<file path="config.mk">
export PLATFORM = sky130hd
export DESIGN_NAME = gray_pixel_display_mapper_core
export DESIGN_NICKNAME = d
export VERILOG_FILES = /design/src/gpdm_pkg.sv /design/src/gray_pixel_display_mapper_core.sv /design/src/gpdm_unpack.sv /design/src/gpdm_map.sv /design/src/gpdm_invert.sv
export SDC_FILE = /design/constraint.sdc
export NUM_CORES = 1
export LEC_CHECK = 0
export BUFFER_PORTS_ARGS = -buffer_cell sky130_fd_sc_hd__buf_2
export CORE_AREA = 4 4 197 199
export CTS_BUF_LIST = sky130_fd_sc_hd__clkbuf_16
export DETAILED_ROUTE_END_ITERATION = 16
export DIE_AREA = 0 0 201 203
export HOLD_SLACK_MARGIN = 0.06
export REMOVE_ABC_BUFFERS = 1
export SYNTH_ARGS = -nofsm -noshare
export SYNTH_HDL_FRONTEND = slang
export SYNTH_HIERARCHICAL = 1
export SYNTH_SLANG_ARGS = --single-unit
</file>
<file path="constraint.sdc">
create_clock -name i_clk -period 2.9 [get_ports i_clk]
set_input_delay 0.145 -clock i_clk [delete_from_list [all_inputs] [get_ports i_clk]]
set_output_delay 0.145 -clock i_clk [all_outputs]
set_load 0.02 [all_outputs]
</file>
<file path="src/gpdm_pkg.sv">
`timescale 1ns / 1ps
`default_nettype none
// ----------------------------------------------------------------------------
// gpdm_pkg
// Shared types, register map, flag colours and gamma ROMs of the mapper.
// ----------------------------------------------------------------------------
package gpdm_pkg;

    localparam int ADDR_W = 4;
    localparam int DATA_W = 32;

    // register indexes (byte address bits 3:2)
    localparam logic [1:0] REG_DISPLAY_MODE  = 2'd0;
    localparam logic [1:0] REG_INVERT_OUTPUT = 2'd1;
    localparam logic [1:0] REG_SWAP_BYTES    = 2'd2;

    // display modes
    localparam logic [1:0] MODE_LINEAR     = 2'd0;
    localparam logic [1:0] MODE_SAT_FLAGS  = 2'd1;
    localparam logic [1:0] MODE_GAMMA_LOW  = 2'd2;
    localparam logic [1:0] MODE_GAMMA_HIGH = 2'd3;

    localparam logic [7:0] SAT_DARK_LIMIT = 8'd168;
    localparam logic [7:0] SAT_RED_LIMIT  = 8'd250;
    localparam logic [7:0] SAT_DARK_RED   = 8'h33;
    localparam logic [7:0] SAT_RED        = 8'hCC;

    typedef struct packed {
        logic [7:0] b;
        logic [7:0] g;
        logic [7:0] r;
    } t_bgr;

    typedef struct packed {
        logic vld;
        logic adv;
    } t_stage_ctl;

    typedef logic [255:0][7:0] t_gamma_rom;

    // entry g: largest v with v^20 <= g^ge * 255^fe, i.e. floor(255*(g/255)^(ge/20))
    function automatic t_gamma_rom gamma_rom(input int ge, input int fe);
        t_gamma_rom   rom;
        logic [167:0] bound;
        logic [167:0] trial;
        logic [7:0]   v;
        logic [7:0]   cand;
        for (int g = 0; g < 256; g++) begin
            bound = 168'd1;
            for (int k = 0; k < ge; k++) bound = bound * 168'(g);
            for (int k = 0; k < fe; k++) bound = bound * 168'd255;
            v = 8'd0;
            for (int bt = 7; bt >= 0; bt--) begin
                cand = v | (8'd1 << bt);
                trial = 168'd1;
                for (int k = 0; k < 20; k++) trial = trial * 168'(cand);
                if (trial <= bound) v = cand;
            end
            rom[g] = v;
        end
        return rom;
    endfunction

    localparam t_gamma_rom GAMMA_LOW_ROM  = gamma_rom(9, 11);
    localparam t_gamma_rom GAMMA_HIGH_ROM = gamma_rom(7, 13);

endpackage
`default_nettype wire

</file>
<file path="src/gray_pixel_display_mapper_core.sv">
`timescale 1ns / 1ps
`default_nettype none
// ----------------------------------------------------------------------------
// gray_pixel_display_mapper_core
// Maps pairs of 16-bit gray pixels to BGR display triples.
// ----------------------------------------------------------------------------
// One item (a 32-bit word of two pixels) is accepted every cycle unless
// o_stall is high; each item passes through a three-stage pipeline of
// byte selection, mode mapping (flag compare or gamma ROM lookup) and
// inversion. Stages that hold no item are filled while the output stalls.
// Registers at byte addresses 0 (display_mode), 4 (invert_output) and
// 8 (swap_bytes) must be written only while the pipeline is empty; the
// block itself does not enforce this.
module gray_pixel_display_mapper_core (
    input  wire                          i_clk,
    input  wire                          i_rst_n,
    input  wire                          psel,
    input  wire                          penable,
    input  wire                          pwrite,
    input  wire [gpdm_pkg::ADDR_W-1:0]   paddr,
    input  wire [gpdm_pkg::DATA_W-1:0]   pwdata,
    output logic [gpdm_pkg::DATA_W-1:0]  prdata,
    output logic                         pready,
    input  wire                          i_valid,
    output logic                         o_stall,
    input  wire [31:0]                   i_pixel_pair,
    output logic                         o_valid,
    input  wire                          i_stall,
    output logic [7:0]                   o_first_blue,
    output logic [7:0]                   o_first_green,
    output logic [7:0]                   o_first_red,
    output logic [7:0]                   o_second_blue,
    output logic [7:0]                   o_second_green,
    output logic [7:0]                   o_second_red
);
    import gpdm_pkg::*;

    logic [1:0] r_display_mode;
    logic       r_invert_output;
    logic       r_swap_bytes;
    logic       w_wr;

    logic       w_vld1;
    logic       w_vld2;
    logic       w_vld3;
    logic       w_adv1;
    logic       w_adv2;
    logic       w_adv3;
    t_stage_ctl w_ctl1;
    t_stage_ctl w_ctl2;
    t_stage_ctl w_ctl3;
    logic [7:0] w_gray_first;
    logic [7:0] w_gray_second;
    t_bgr       w_map_first;
    t_bgr       w_map_second;
    t_bgr       w_out_first;
    t_bgr       w_out_second;

    assign pready = 1'b1;
    assign w_wr   = psel && penable && pwrite && pready;

    always_ff @(posedge i_clk) begin
        if (!i_rst_n) begin
            r_display_mode  <= MODE_LINEAR;
            r_invert_output <= 1'b0;
            r_swap_bytes    <= 1'b0;
        end else if (w_wr) begin
            unique case (paddr[3:2])
                REG_DISPLAY_MODE:  r_display_mode  <= pwdata[1:0];
                REG_INVERT_OUTPUT: r_invert_output <= pwdata[0];
                REG_SWAP_BYTES:    r_swap_bytes    <= pwdata[0];
                default: ;
            endcase
        end
    end

    always_comb begin
        unique case (paddr[3:2])
            REG_DISPLAY_MODE:  prdata = {{(DATA_W-2){1'b0}}, r_display_mode};
            REG_INVERT_OUTPUT: prdata = {{(DATA_W-1){1'b0}}, r_invert_output};
            REG_SWAP_BYTES:    prdata = {{(DATA_W-1){1'b0}}, r_swap_bytes};
            default:           prdata = '0;
        endcase
    end

    // a stage takes a new item when it is empty or its content moves on
    assign w_adv3  = !w_vld3 || !i_stall;
    assign w_adv2  = !w_vld2 || w_adv3;
    assign w_adv1  = !w_vld1 || w_adv2;
    assign o_stall = !w_adv1;

    assign w_ctl1 = '{vld: i_valid, adv: w_adv1};
    assign w_ctl2 = '{vld: w_vld1,  adv: w_adv2};
    assign w_ctl3 = '{vld: w_vld2,  adv: w_adv3};

    gpdm_unpack u_unpack (
        .i_clk         (i_clk),
        .i_rst_n       (i_rst_n),
        .i_ctl         (w_ctl1),
        .i_swap_bytes  (r_swap_bytes),
        .i_pixel_pair  (i_pixel_pair),
        .o_vld         (w_vld1),
        .o_gray_first  (w_gray_first),
        .o_gray_second (w_gray_second)
    );

    gpdm_map u_map (
        .i_clk          (i_clk),
        .i_rst_n        (i_rst_n),
        .i_ctl          (w_ctl2),
        .i_display_mode (r_display_mode),
        .i_gray_first   (w_gray_first),
        .i_gray_second  (w_gray_second),
        .o_vld          (w_vld2),
        .o_first        (w_map_first),
        .o_second       (w_map_second)
    );

    gpdm_invert u_invert (
        .i_clk           (i_clk),
        .i_rst_n         (i_rst_n),
        .i_ctl           (w_ctl3),
        .i_invert_output (r_invert_output),
        .i_first         (w_map_first),
        .i_second        (w_map_second),
        .o_vld           (w_vld3),
        .o_first         (w_out_first),
        .o_second        (w_out_second)
    );

    assign o_valid        = w_vld3;
    assign o_first_blue   = w_out_first.b;
    assign o_first_green  = w_out_first.g;
    assign o_first_red    = w_out_first.r;
    assign o_second_blue  = w_out_second.b;
    assign o_second_green = w_out_second.g;
    assign o_second_red   = w_out_second.r;

endmodule
`default_nettype wire

</file>
<file path="src/gpdm_unpack.sv">
`timescale 1ns / 1ps
`default_nettype none
// ----------------------------------------------------------------------------
// gpdm_unpack
// Stage 1: picks the gray byte of each pixel, with optional byte swap.
// ----------------------------------------------------------------------------
module gpdm_unpack (
    input  wire                  i_clk,
    input  wire                  i_rst_n,
    input  gpdm_pkg::t_stage_ctl i_ctl,
    input  wire                  i_swap_bytes,
    input  wire [31:0]           i_pixel_pair,
    output logic                 o_vld,
    output logic [7:0]           o_gray_first,
    output logic [7:0]           o_gray_second
);
    import gpdm_pkg::*;

    logic       r_vld;
    logic [7:0] r_gray_first;
    logic [7:0] r_gray_second;

    always_ff @(posedge i_clk) begin
        if (!i_rst_n) begin
            r_vld <= 1'b0;
        end else if (i_ctl.adv) begin
            r_vld <= i_ctl.vld;
        end
    end

    always_ff @(posedge i_clk) begin
        if (i_ctl.adv) begin
            r_gray_first  <= i_swap_bytes ? i_pixel_pair[7:0]   : i_pixel_pair[15:8];
            r_gray_second <= i_swap_bytes ? i_pixel_pair[23:16] : i_pixel_pair[31:24];
        end
    end

    assign o_vld         = r_vld;
    assign o_gray_first  = r_gray_first;
    assign o_gray_second = r_gray_second;

endmodule
`default_nettype wire

</file>
<file path="src/gpdm_map.sv">
`timescale 1ns / 1ps
`default_nettype none
// ----------------------------------------------------------------------------
// gpdm_map
// Stage 2: maps both gray bytes to BGR by display mode.
// ----------------------------------------------------------------------------
module gpdm_map (
    input  wire                  i_clk,
    input  wire                  i_rst_n,
    input  gpdm_pkg::t_stage_ctl i_ctl,
    input  wire [1:0]            i_display_mode,
    input  wire [7:0]            i_gray_first,
    input  wire [7:0]            i_gray_second,
    output logic                 o_vld,
    output gpdm_pkg::t_bgr       o_first,
    output gpdm_pkg::t_bgr       o_second
);
    import gpdm_pkg::*;

    logic r_vld;
    t_bgr r_first;
    t_bgr r_second;
    t_bgr n_first;
    t_bgr n_second;

    function automatic t_bgr map_gray(input logic [1:0] mode, input logic [7:0] gray);
        t_bgr res;
        unique case (mode)
            MODE_LINEAR: res = '{b: gray, g: gray, r: gray};
            MODE_SAT_FLAGS: begin
                priority if (gray < SAT_DARK_LIMIT) begin
                    res = '{b: gray, g: gray, r: gray};
                end else if (gray < SAT_RED_LIMIT) begin
                    res = '{b: 8'd0, g: 8'd0, r: SAT_DARK_RED};
                end else begin
                    res = '{b: 8'd0, g: 8'd0, r: SAT_RED};
                end
            end
            MODE_GAMMA_LOW:  res = '{b: GAMMA_LOW_ROM[gray], g: GAMMA_LOW_ROM[gray],
                                     r: GAMMA_LOW_ROM[gray]};
            MODE_GAMMA_HIGH: res = '{b: GAMMA_HIGH_ROM[gray], g: GAMMA_HIGH_ROM[gray],
                                     r: GAMMA_HIGH_ROM[gray]};
            default:         res = '{b: gray, g: gray, r: gray};
        endcase
        return res;
    endfunction

    always_comb begin
        n_first  = map_gray(i_display_mode, i_gray_first);
        n_second = map_gray(i_display_mode, i_gray_second);
    end

    always_ff @(posedge i_clk) begin
        if (!i_rst_n) begin
            r_vld <= 1'b0;
        end else if (i_ctl.adv) begin
            r_vld <= i_ctl.vld;
        end
    end

    always_ff @(posedge i_clk) begin
        if (i_ctl.adv) begin
            r_first  <= n_first;
            r_second <= n_second;
        end
    end

    assign o_vld    = r_vld;
    assign o_first  = r_first;
    assign o_second = r_second;

endmodule
`default_nettype wire

</file>
<file path="src/gpdm_invert.sv">
`timescale 1ns / 1ps
`default_nettype none
// ----------------------------------------------------------------------------
// gpdm_invert
// Stage 3: optional inversion, output register of the block.
// ----------------------------------------------------------------------------
module gpdm_invert (
    input  wire                  i_clk,
    input  wire                  i_rst_n,
    input  gpdm_pkg::t_stage_ctl i_ctl,
    input  wire                  i_invert_output,
    input  gpdm_pkg::t_bgr       i_first,
    input  gpdm_pkg::t_bgr       i_second,
    output logic                 o_vld,
    output gpdm_pkg::t_bgr       o_first,
    output gpdm_pkg::t_bgr       o_second
);
    import gpdm_pkg::*;

    logic r_vld;
    t_bgr r_first;
    t_bgr r_second;

    always_ff @(posedge i_clk) begin
        if (!i_rst_n) begin
            r_vld <= 1'b0;
        end else if (i_ctl.adv) begin
            r_vld <= i_ctl.vld;
        end
    end

    // 255 - x is the bitwise complement
    always_ff @(posedge i_clk) begin
        if (i_ctl.adv) begin
            r_first  <= i_invert_output ? ~i_first  : i_first;
            r_second <= i_invert_output ? ~i_second : i_second;
        end
    end

    assign o_vld    = r_vld;
    assign o_first  = r_first;
    assign o_second = r_second;

endmodule
`default_nettype wire

</file>
## Yosys cells after proc, flatten, opt, wreduce, memory -nomap -nowiden

Memories as Yosys holds them, arrays and structs flattened. A register that Yosys moved wholly into a read port is not among the register bits.
Cells that the tools add are included.

| storage, ports and cells | value |
|---|---|
| register bits | 119 |
| memory bits (read-only) | 8192 |
| memories kept | 4 |
| output and inout bits | 83 |

| cells by class | value |
|---|---|
| bitwise logic cells | 2 |
| multiplexer cells | 19 |
| equality and inequality tests | 5 |
| $lt $le $gt $ge | 6 |
| reductions and logical operators | 15 |

Memories:

| memory | depth | bits a word | rd ports | clocked after memory_dff | write ports | RTL line | RTL |
|---|---|---|---|---|---|---|---|
| (name not given) | 256 | 8 | 1 | 1 | 0 | gpdm_map.sv:39 | `MODE_GAMMA_LOW: res = '{b: GAMMA_LOW_ROM[gray], g: GAMMA_LOW_ROM[gray],` |
| (name not given) | 256 | 8 | 1 | 1 | 0 | gpdm_map.sv:39 |  |
| (name not given) | 256 | 8 | 1 | 1 | 0 | gpdm_map.sv:41 | `MODE_GAMMA_HIGH: res = '{b: GAMMA_HIGH_ROM[gray], g: GAMMA_HIGH_ROM[gray],` |
| (name not given) | 256 | 8 | 1 | 1 | 0 | gpdm_map.sv:41 |  |

Operators by type and width:

| kind | number |
|---|---|
| $pmux W24 S4 | 2 |
| $mux W24 | 4 |
| $mux W8 | 12 |
| $not A24 Y24 | 2 |
| $lt A8 B8 Y1 const B | 4 |
| $lt A8 B9 Y1 const B | 2 |
| $eq A2 B2 Y1 const B | 3 |
| $pmux W2 S3 | 1 |
| $reduce_and A2 Y1 | 3 |
| $logic_not A1 Y1 | 5 |
| $eq A2 B1 Y1 const B | 2 |
| $logic_not A2 Y1 | 2 |
| $logic_or A1 B1 Y1 | 3 |
| $logic_and A1 B1 Y1 | 2 |

## Depth between registers and ports, before layout

Gate-level depths: netlist of the first run.

| logic depth | value |
|---|---|
| depth in word-level cells | 5 |
| mapped depth | 13 |
| mapped depth without buffers | 11 |

## Modules after synthesis

The synthesis of the first run kept the hierarchy.

By module, submodules not included:

| module | area an instance (um^2) | instances | cells each |
|---|---|---|---|
| gpdm_map | 7812.5 | 1 | 1151 |
| gpdm_invert | 1980.6 | 1 | 105 |
| gpdm_unpack | 765.7 | 1 | 37 |
| gray_pixel_display_mapper_core | 476.7 | 1 | 59 |

## Worst setup path after synthesis of the first run

Ideal clock, no wire load.

| timing | value |
|---|---|
| kind | reg2reg |
| from | register u_unpack.r_gray_second[1], in the netlist u_unpack/o_gray_second[1] |
| to | register u_map.r_second (netlist bit u_map/o_second[17]), data pin |
| arrival time | 2919 ps |
| clock period less this slack | 3051 ps |
| slack | -151 ps |
| required time | 2768 ps |
| cell stages (with the launch flop) | 14 |
| cells stage by stage | edfxtp_1 buf_2 inv_1 ha_1 clkbuf_1 inv_1 ha_1 nand2_1 a311oi_1 o21ai_1 or3_1 a31oi_1 a41oi_2 nand2_1 |

RTL lines:

| what | RTL line | RTL |
|---|---|---|
| from (decl) | gpdm_unpack.sv:21 | `logic [7:0] r_gray_second;` |
| from (signal assigned) | gpdm_unpack.sv:34 | `r_gray_second <= i_swap_bytes ? i_pixel_pair[23:16] : i_pixel_pair[31:24];` |
| to (signal assigned) | gpdm_map.sv:64 | `r_second <= n_second;` |
| to (decl) | gpdm_map.sv:22 | `t_bgr r_second;` |

## Final worst setup path of the first run

| timing | value |
|---|---|
| from | register u_unpack.r_gray_first[2], in the netlist u_unpack/o_gray_first[2] |
| to | register u_map.r_first (netlist bit u_map/o_first[8]), data pin |

| on the way | value |
|---|---|
| word-level cells in the longest chain between the ends | 3 |

Ends and longest elaborated chain:

| what | RTL line | RTL |
|---|---|---|
| from (decl) | gpdm_unpack.sv:20 | `logic [7:0] r_gray_first;` |
| from (signal assigned) | gpdm_unpack.sv:33 | `r_gray_first <= i_swap_bytes ? i_pixel_pair[7:0] : i_pixel_pair[15:8];` |
| $lt A8 B8 Y1 | gpdm_map.sv:31 | `priority if (gray < SAT_DARK_LIMIT) begin` |
| $mux W24 | gpdm_map.sv:31 |  |
| $pmux W24 S4 | gpdm_map.sv:28 | `unique case (mode)` |
| to (signal assigned) | gpdm_map.sv:63 | `r_first <= n_first;` |
| to (decl) | gpdm_map.sv:21 | `t_bgr r_first;` |

Every way passes these cells.
A chain may end at the register's enable or synchronous reset.

==> reports/summary.txt, run 1 <==
Unrepaired setup endpoints after global routing: false
Via density per instance: 5.74
Status: finished clean
Port Buffers: 94
Worst-Skew Late Latency: 0.35 ns
Clk sinks: 103
Most frequent cells in the layout: nand2_1, buf_4, a21oi_1, edfxtp_1, buf_2
Worst path cell trace: buf_12 > or2b_1 > buf_4 > nand3_1 > o211ai_1 > a2111oi_0 > or4_1 > a211o_1 > nand3_1
Placed Instances: 1,904
Synth Instances: 1,352
Initial antenna violation count: 0
CP Class: register to register
Yosys warning total: 6
Final Hold Viols: 0
Pwr Density: 369 nW/um^2
Synth Area in Compound Gates: 28.8%
Most frequent CP cell: nand3_1
Commonest non-fill, non-tap cell in the layout: nand2_1
Final hold slack: 0.0853 ns
Crit path buffers/inverters: 2
Relative max-transition margin: 45.4%
Sequential element share of the synthesized area: 27.4%
First-pass GRT wire length: 60,600 um
Die X: 201 um
Ports: 158
Final HPWL DP: 29,000 um
Wirelength per Cell: 20.7 um
Post-Synth Adder-Cell Area: 4.04%
Multi-input logic area: 6920 um^2
Setup ws final: 0.124 ns
DR DRC count: 0
Post-synthesis mux area share: 4.27%
Worst path required time: 2.99 ns
Fin nets: 1,550
Top FF cell, synth: edfxtp_1
Distinct cells, synth: 95
Post-Layout Cell Count: 1,920
Fraction of layout cells with a size suffix above 1: 21.1%
Peak supply drop: 0.253 mV
Syn Area/Cell: 8.16 um^2
Initial Utilization: 29.6%
CP Capture Type: register
Total gr overflow: 0
Place WS: 0.0988 ns
Largest delay share family, worst path: compound AO/OA/AOI/OAI gates
Period utilization: 95.7%
DR vias: 11,000
Crit Path Max Fanout: 59
Number of cell rows: 71
Critical Path Start Type: register
Min Clock Period, post-route: 2.78 ns
MaxCap Viol Count: 0
Seq. cell area: 3020 um^2
DRT antenna net count: 0
Cts hold-fix bufs: 0
Area grow syn2layout: 13.9%
CTS buffer count: 9
Largest net degree at the start of global routing: 74
Slew Limit Fails: 0
Xor/xnor cell area share of the yosys netlist: 4.21%
Synthesized flop and latch total: 103
Reg clk slew, reported paths: 0.09 ns
Gpl congestion: 0.990
Post-Synth Simple-Gate Area: 20.2%
Crit-path slowest cell: a2111oi_0
TritonCTS clock tree: built
Delay of the slowest critical-path stage: 0.52 ns
Clk_skew: 0.0115 ns
Post-synth EDFFs: 96
Fmax: 360 MHz
Pleak: 5.02 nW
Largest family of logic cells by synthesized area: compound AO/OA/AOI/OAI gates
Die height: 203 um
CTS H-tree lvls: 3
Drt pass-1 iters: 5
Die Area: 40,800 um^2
Routed WL: 39,700 um
Syn Std Cell Area: 11,000 um^2
Hold crit path type: primary input to register
Core area: 37,200 um^2
Async SR Flop Fraction: 0%
Crit path DAT: 2.87 ns
Fillers: 3,917
Final setup violation count: 0
Worst Tran Pin Value: 0.820 ns
CTS root buf: clkbuf_16
Clock tree buffer depth: 2
Initial DRC Count: 1,219
Finished Core Util: 33.8%
Gr usage total: 18.4%
Vias in the first global route: 10,100
Post-CTS setup buffer count: 0
# diodes: 0
cell type report:
| class | count | area share [%] |
|---|---|---|
| multi-input cells | 1070 | 55.0 |
| well taps | 474 | 4.72 |
| clock buffers | 9 | 1.79 |
| clock inverters | 7 | 0.458 |
| inverters | 27 | 0.806 |
| repair buffers | 230 | 13.2 |
| flip-flops and latches | 103 | 24.0 |
cell families after synthesis:
logic type | after synthesis
buffers and inverters | 208
XOR/XNOR | 53
other | 2
AND/OR/NAND/NOR | 445
multiplexers | 37
flip-flops | 103
AO/OA/AOI/OAI | 468
adder cells (fa/ha/maj) | 36
cell usage after synthesis (6+ instances only):
cell type / n / area, um^2
or3_1: 8 / 50.1
buf_6: 8 / 90.1
a21oi_1: 108 / 541
a221oi_1: 17 / 149
mux2i_1: 13 / 130
o2111ai_1: 7 / 61.3
nand3_1: 34 / 170
mux2_2: 11 / 124
buf_4: 58 / 435
nand2_1: 134 / 503
o211ai_1: 22 / 165
nor2b_1: 47 / 294
nand4_1: 7 / 43.8
mux2_4: 10 / 150
a21o_1: 11 / 82.6
buf_2: 60 / 300
o311ai_0: 8 / 70.1
a211oi_1: 35 / 263
a2111oi_0: 6 / 52.6
dfxtp_1: 7 / 140
ha_1: 34 / 425
a31oi_1: 30 / 188
nor3b_1: 6 / 45.0
nor2_1: 88 / 330
a311oi_1: 15 / 131
and2_1: 11 / 68.8
o221ai_1: 11 / 96.3
o22ai_1: 9 / 56.3
a221o_1: 8 / 80.1
a211o_1: 10 / 87.6
o31ai_1: 10 / 75.1
o21ai_0: 92 / 460
inv_1: 24 / 90.1
nor3_1: 29 / 145
edfxtp_1: 96 / 2880
xor2_1: 50 / 438
clkbuf_1: 44 / 165
nand2b_1: 38 / 238
path summary, 6_finish.rpt:
| check | slack (ns) | from | cells past startpoint | end |
|---|---|---|---|---|
| worst min register to register | 0.56 | u_unpack/o_vld | 2 | u_unpack/o_vld |
| worst max register to register | 0.12 | u_unpack/o_gray_first[2] | 9 | u_map/o_first[8] |
| worst min-delay path | 0.09 | i_pixel_pair[12] | 2 | u_unpack/o_gray_first[4] |
| worst max-delay path | 0.12 | u_unpack/o_gray_first[2] | 9 | u_map/o_first[8] |
where the power goes:
group,switching [mW],internal [mW],leakage [nW]
sequential,0.0705,1.74,1.08
combinational,1.02,0.612,3.81
clock,0.588,0.596,0.133
worst register-to-register path, stage by stage (launching register included):
cell       delay, ns
edfxtp_1        0.48
buf_12          0.31
or2b_1          0.29
buf_4           0.15
nand3_1         0.18
o211ai_1        0.11
a2111oi_0       0.52
or4_1           0.19
a211o_1         0.18
nand3_1         0.09
per-stage QoR:
stage | TNS [ns] | total power [mW] | instance area [um^2]
6_report | 0 | 4.64 | 12600
5_1_grt | 0 | 4.86 | 12600
4_1_cts | 0 | 4.63 | 12600
3_5_place_dp | 0 | 3.44 | 12300
3_3_place_gp | 0 | 3.43 | 12300
2_1_floorplan | -30.82 | 2.81 | 10000
routing by layer:
metal / wire, um / part of all wire [%] / up-vias / global-route usage [%]
li1: - / - / 5133 / -
met1: 17700 / 45 / 5174 / 27.7
met2: 17200 / 43 / 663 / 28.0
met5: 0 / 0 / - / 0
met4: 731 / 1.8 / 0 / 4.45
met3: 4110 / 10 / 59 / 2.48
registers in the layout (all words and copies together) (netlist names):
register / flops
r_display_mode: 2
u_unpack/o_gray_second: 8
u_invert/o_vld: 1
u_map/o_first: 16
u_invert/o_second: 24
u_invert/o_first: 24
r_invert_output: 1
u_unpack/o_gray_first: 8
u_map/o_vld: 1
u_unpack/o_vld: 1
u_map/o_second: 16
r_swap_bytes: 1
timing repair:
| action | CTS | global route |
|---|---|---|
| hold endpoints to repair | 0 | 0 |
| resized for setup | 0 | 6 |
| setup endpoints to repair | 0 | 6 |
No activity file was read; power rests on OpenSTA's default activity.
==> run 2, diff against run 1 <==
Settings changed: CELL_PAD_IN_SITES_DETAIL_PLACEMENT from default to 1, CELL_PAD_IN_SITES_GLOBAL_PLACEMENT from default to 2, PLACE_DENSITY_LB_ADDON from default to 0.1.
==> reports/summary.txt, run 2 (same netlist as run 1, synthesis figures left out) <==
Status: finished clean
Fin nets: 1,593 (+2.8%)
Relative max-transition margin: 50.9% (+5.5 points)
Port Buffers: 94 (unchanged)
DR DRC count: 0 (unchanged)
Die height: 203 um (unchanged)
Crit path DAT: 3.01 ns (+0.14 ns)
Worst path required time: 3.14 ns (+0.15 ns)
Crit Path Max Fanout: 14 (-76%)
Critical Path Start Type: register
Total gr overflow: 0 (unchanged)
DR vias: 11,000 (+0.063%)
MaxCap Viol Count: 0 (unchanged)
Largest net degree at the start of global routing: 73 (-1.4%)
Drt pass-1 iters: 6 (+1)
Initial Utilization: 29.6% (unchanged)
Setup tns final: 0 ns (unchanged)
Vias in the first global route: 11,200 (+11%)
Fillers: 4,428 (+13%)
Number of cell rows: 71 (unchanged)
Clk sinks: 103 (unchanged)
First-pass GRT wire length: 70,600 um (+16%)
Worst Tran Pin Value: 0.737 ns (-0.0828 ns)
Clock tree buffer depth: 2 (unchanged)
Via density per instance: 5.62 (-2.2%)
Worst-Skew Late Latency: 0.38 ns (+0.03 ns)
Reg clk slew, reported paths: 0.08 ns (about the same)
Core area: 37,200 um^2 (unchanged)
Peak supply drop: 0.290 mV (+15%)
Setup ws final: 0.125 ns (+0.00181 ns)
Gpl congestion: 0.890 (-10%)
Final HPWL DP: 34,300 um (+19%)
Final setup violation count: 0 (unchanged)
CTS root buf: clkbuf_16
CTS buffer count: 9 (unchanged)
Gr usage total: 22.1% (+3.6 points)
Clk_skew: 0.0207 ns (+0.00923 ns)
Area grow syn2layout: 18.7%
Most frequent cells in the layout: nand2_1, buf_4, a21oi_1, edfxtp_1, buf_2
Routed WL: 46,000 um (+16%)
Initial antenna violation count: 0 (unchanged)
Initial DRC Count: 1,007 (-17%)
Multi-input logic area: 6950 um^2 (+0.47%)
Final Hold Viols: 0 (unchanged)
CP Capture Type: register
CP Class: register to register
Fraction of layout cells with a size suffix above 1: 22.1% (+1.0 points)
TritonCTS clock tree: built
Wirelength per Cell: 23.4 um (+13%)
Die X: 201 um (unchanged)
Die Area: 40,800 um^2 (unchanged)
CTS H-tree lvls: 3 (unchanged)
Min Clock Period, post-route: 2.77 ns (-0.00181 ns)
Pleak: 5.27 nW (+4.9%)
Place WS: -0.0324 ns (-0.131 ns)
Pwr Density: 377 nW/um^2 (+2.3%)
Fmax: 360 MHz (about the same)
DRT antenna net count: 0 (unchanged)
Hold crit path type: primary input to register
Slew Limit Fails: 0 (unchanged)
Seq. cell area: 3020 um^2 (unchanged)
Ports: 158 (unchanged)
Unrepaired setup endpoints after global routing: true
Period utilization: 95.7% (about the same)
[run 2: cell count changes in the layout (fill, tap and decap cells not counted), moves of 3 or more]
cell,before,now
buf_12,13,17
buf_4,123,133
clkinvlp_4,3,0
dlygate4sd3_1,0,28
[run 2: routing by layer]
layer / global-route usage, % / routed length (um) / up-vias
li1: - / - / 5223
met1: 32.3 / 22000 / 5393
met2: 33.9 / 20200 / 368
met3: 3.29 / 2760 / 52
met4: 6.15 / 938 / 0
met5: 0 / 0 / -
[run 2: critical path, cell delays in order, from the launching register on]
cell and delay (ns):
edfxtp_1 0.35, buf_4 0.23, ha_1 0.27, buf_12 0.17, mux2i_1 0.08, and2_1 0.25, a211oi_1 0.42, o22ai_1 0.23
a2111o_1 0.51, nand3_1 0.11
[run 2: worst paths after layout]
kind / startpoint / end / slack, ns / cells past startpoint
min: i_pixel_pair[7] / u_unpack/o_gray_first[7] / 0.09 / 2
max reg2reg: u_unpack/o_gray_first[1] / u_map/o_first[8] / 0.13 / 9
min reg2reg: u_unpack/o_vld / u_unpack/o_vld / 0.55 / 2
max: u_unpack/o_gray_first[1] / u_map/o_first[8] / 0.13 / 9
[run 2: final cells by class]
cell class / instances / area share [%]
Multi-Input combinational cell: 1070 / 53.1
Sequential cell: 103 / 23.1
Timing Repair Buffer: 273 / 16.0
Tap cell: 474 / 4.53
Clock buffer: 9 / 1.72
Clock inverter: 7 / 0.783
Inverter: 27 / 0.773
Antenna cell: 2 / 0.0382
[run 2: power by group]
part	internal, mW	switching [mW]	total, mW
Combinational	0.667	1.09	1.76
Clock	0.769	0.610	1.38
Sequential	1.74	0.0576	1.80
[run 2: repair_timing]
| action | in CTS | in global routing |
|---|---|---|
| resized for setup | 3 | 15 |
| setup endpoints to repair | 4 | 18 |
| buffers inserted | 0 | 0 |
| hold buffers | 28 | 0 |
| pin swaps | 0 | 1 |
| endpoints found under the hold margin | 15 | 0 |
[run 2: metrics by stage]
stage          hold slack [ns]  utilization (%)  instance area (um^2)  power, mW  cells
2_1_floorplan            0.273                -                 10000       2.81   1200
3_3_place_gp             0.427             33.4                 12400       3.53   1919
3_5_place_dp             0.442             33.4                 12400       3.54   1919
4_1_cts                 0.0652             35.1                 13100       4.98   1963
5_1_grt                 0.0905             35.2                 13100       5.21   1963
6_report                0.0929             35.2                 13100       4.94   1965
==> run 3, diff against run 2 <==
Settings changed: CAP_MARGIN from default to 20, SETUP_SLACK_MARGIN from default to 0.15.
==> reports/summary.txt, run 3 (same netlist as run 1, synthesis figures left out) <==
Status: finished clean
Final Instance Area: 13,300 um^2 (+1.5%)
Setup ws final: 0.230 ns (+0.104 ns)
Total gr overflow: 0 (unchanged)
Final setup violation count: 0 (unchanged)
Die Area: 40,800 um^2 (unchanged)
Drt pass-1 iters: 5 (-1)
Worst path required time: 3.02 ns (-0.12 ns)
Initial antenna violation count: 0 (unchanged)
Most frequent cells in the layout: nand2_1, buf_4, a21oi_1, edfxtp_1, buf_2
Clock tree buffer depth: 2 (unchanged)
CP Capture Type: register
Pleak: 5.31 nW (+0.89%)
Reg2reg start: u_unpack/o_gray_second[1]
Worst-Skew Late Latency: 0.38 ns (about the same)
Gpl congestion: 0.890 (unchanged)
CTS H-tree lvls: 3 (unchanged)
Crit Path Max Fanout: 10 (-4)
Relative max-transition margin: 50.9% (about the same)
Gr usage total: 22.1% (+0.037 points)
Die height: 203 um (unchanged)
First-pass GRT wire length: 70,600 um (about the same)
Reg clk slew, reported paths: 0.09 ns (about the same)
Clk sinks: 103 (unchanged)
Unrepaired setup endpoints after global routing: true
Initial DRC Count: 995 (-1.2%)
Setup tns final: 0 ns (unchanged)
DRT antenna net count: 0 (unchanged)
Vias in the first global route: 11,200 (-0.12%)
WHS Endpoint: u_unpack/o_gray_first[7]
TritonCTS clock tree: built
Fmax: 375 MHz (+3.9%)
Via density per instance: 5.65 (+0.59%)
Final HPWL DP: 34,300 um (unchanged)
Initial Utilization: 29.6% (unchanged)
Critical Path Start Type: register
MaxCap Viol Count: 0 (unchanged)
R2r endpoint: u_map/o_second[16]
Fraction of layout cells with a size suffix above 1: 23.6% (+1.5 points)
WHS Path Cells: 2 (unchanged)
Period utilization: 92.1% (-3.6 points)
Number of cell rows: 71 (unchanged)
CTS buffer count: 9 (unchanged)
DR vias: 11,100 (+0.84%)
Post-DP Area: 12,400 um^2 (unchanged)
DR DRC count: 0 (unchanged)
Place WS: -0.0324 ns (unchanged)
Area grow syn2layout: 20.6%
CP Class: register to register
Final Hold Viols: 0 (unchanged)
Routed WL: 46,300 um (+0.83%)
Commonest non-fill, non-tap cell in the layout: nand2_1
Pwr Density: 375 nW/um^2 (-0.56%)
Ports: 158 (unchanged)
Core area: 37,200 um^2 (unchanged)
Slew Limit Fails: 0 (unchanged)
Cell depth of the worst flop-to-flop path: 11 (+2)
Min Clock Period, post-route: 2.67 ns (-0.104 ns)
Peak supply drop: 0.291 mV (+0.30%)
Finished Core Util: 35.7% (+0.54 points)
Crit path DAT: 2.79 ns (-0.22 ns)
Port Buffers: 94 (unchanged)
Die X: 201 um (unchanged)
Total power: 4.99 mW (+0.98%)
Hold crit path type: primary input to register
Largest net degree at the start of global routing: 73 (unchanged)
Hold_sp: i_pixel_pair[7]
Wirelength per Cell: 23.5 um (+0.58%)
Clk_skew: 0.0212 ns (+0.000494 ns)
Reg2Reg Setup Slack: 0.23 ns (+0.10 ns)
Fin nets: 1,597 (+0.25%)
CTS root buf: clkbuf_16
Worst Tran Pin Value: 0.737 ns (-0.000285 ns)
-- run 3: critical path, cell delays in order, from the launching register on --
cell and delay (ns):
edfxtp_1 0.47, inv_2 0.13, buf_6 0.19, ha_2 0.25, and2_1 0.17, nor3_1 0.05, o31ai_1 0.22, a31oi_1 0.09
a211o_1 0.35, a32oi_2 0.24, buf_4 0.17, nand2_1 0.07
-- run 3: routing by layer --
metal	wire [um]	vias to the layer above	global-route usage, %
met5	0	-	0
li1	-	5231	-
met3	2480	55	3.24
met2	20500	376	34.0
met4	862	0	5.92
met1	22500	5467	32.4
-- run 3: through the flow --
stage | instances | hold WS [ns]
after CTS | 1963 | 0.0652
after global routing | 1967 | 0.0905
after floorplan | 1200 | 0.273
final | 1970 | 0.0924
after global placement | 1919 | 0.427
after detailed placement | 1919 | 0.442
-- run 3: final cells by class --
type,count,area (um^2)
fillers,4416,23900
clock inverters,7,103
inverters,27,105
well taps,474,593
repair buffers,277,2150
diodes,3,7.51
clock buffers,9,225
flip-flops and latches,103,3020
multi-input cells,1070,7100
-- run 3: repair_timing --
action / in CTS / in global routing
gates resized for setup: 15 / 40
buffers inserted: 0 / 4
setup endpoints to repair: 15 / 22
hold buffers: 28 / 0
pin swaps: 0 / 8
endpoints found under the hold margin: 15 / 0
-- run 3: worst max path at each step --
stage                                         start                 end  slack (ns)  cells after the start
after floorplan           u_unpack/o_gray_second[2]   u_map/o_second[3]       -1.58                      8
after global placement    u_unpack/o_gray_second[1]   u_map/o_second[3]       -0.08                     10
after detailed placement  u_unpack/o_gray_second[1]   u_map/o_second[3]       -0.03                     10
after CTS                 u_unpack/o_gray_second[1]  u_map/o_second[16]        0.14                     12
after global routing      u_unpack/o_gray_second[1]  u_map/o_second[16]        0.13                     11
final                     u_unpack/o_gray_second[1]  u_map/o_second[16]        0.23                     11
-- run 3: power by group --
group / total (mW) / switching, mW / leakage [nW] / internal [mW]
Clock: 1.38 / 0.611 / 0.162 / 0.769
Combinational: 1.81 / 1.12 / 4.07 / 0.690
Sequential: 1.80 / 0.0563 / 1.08 / 1.74
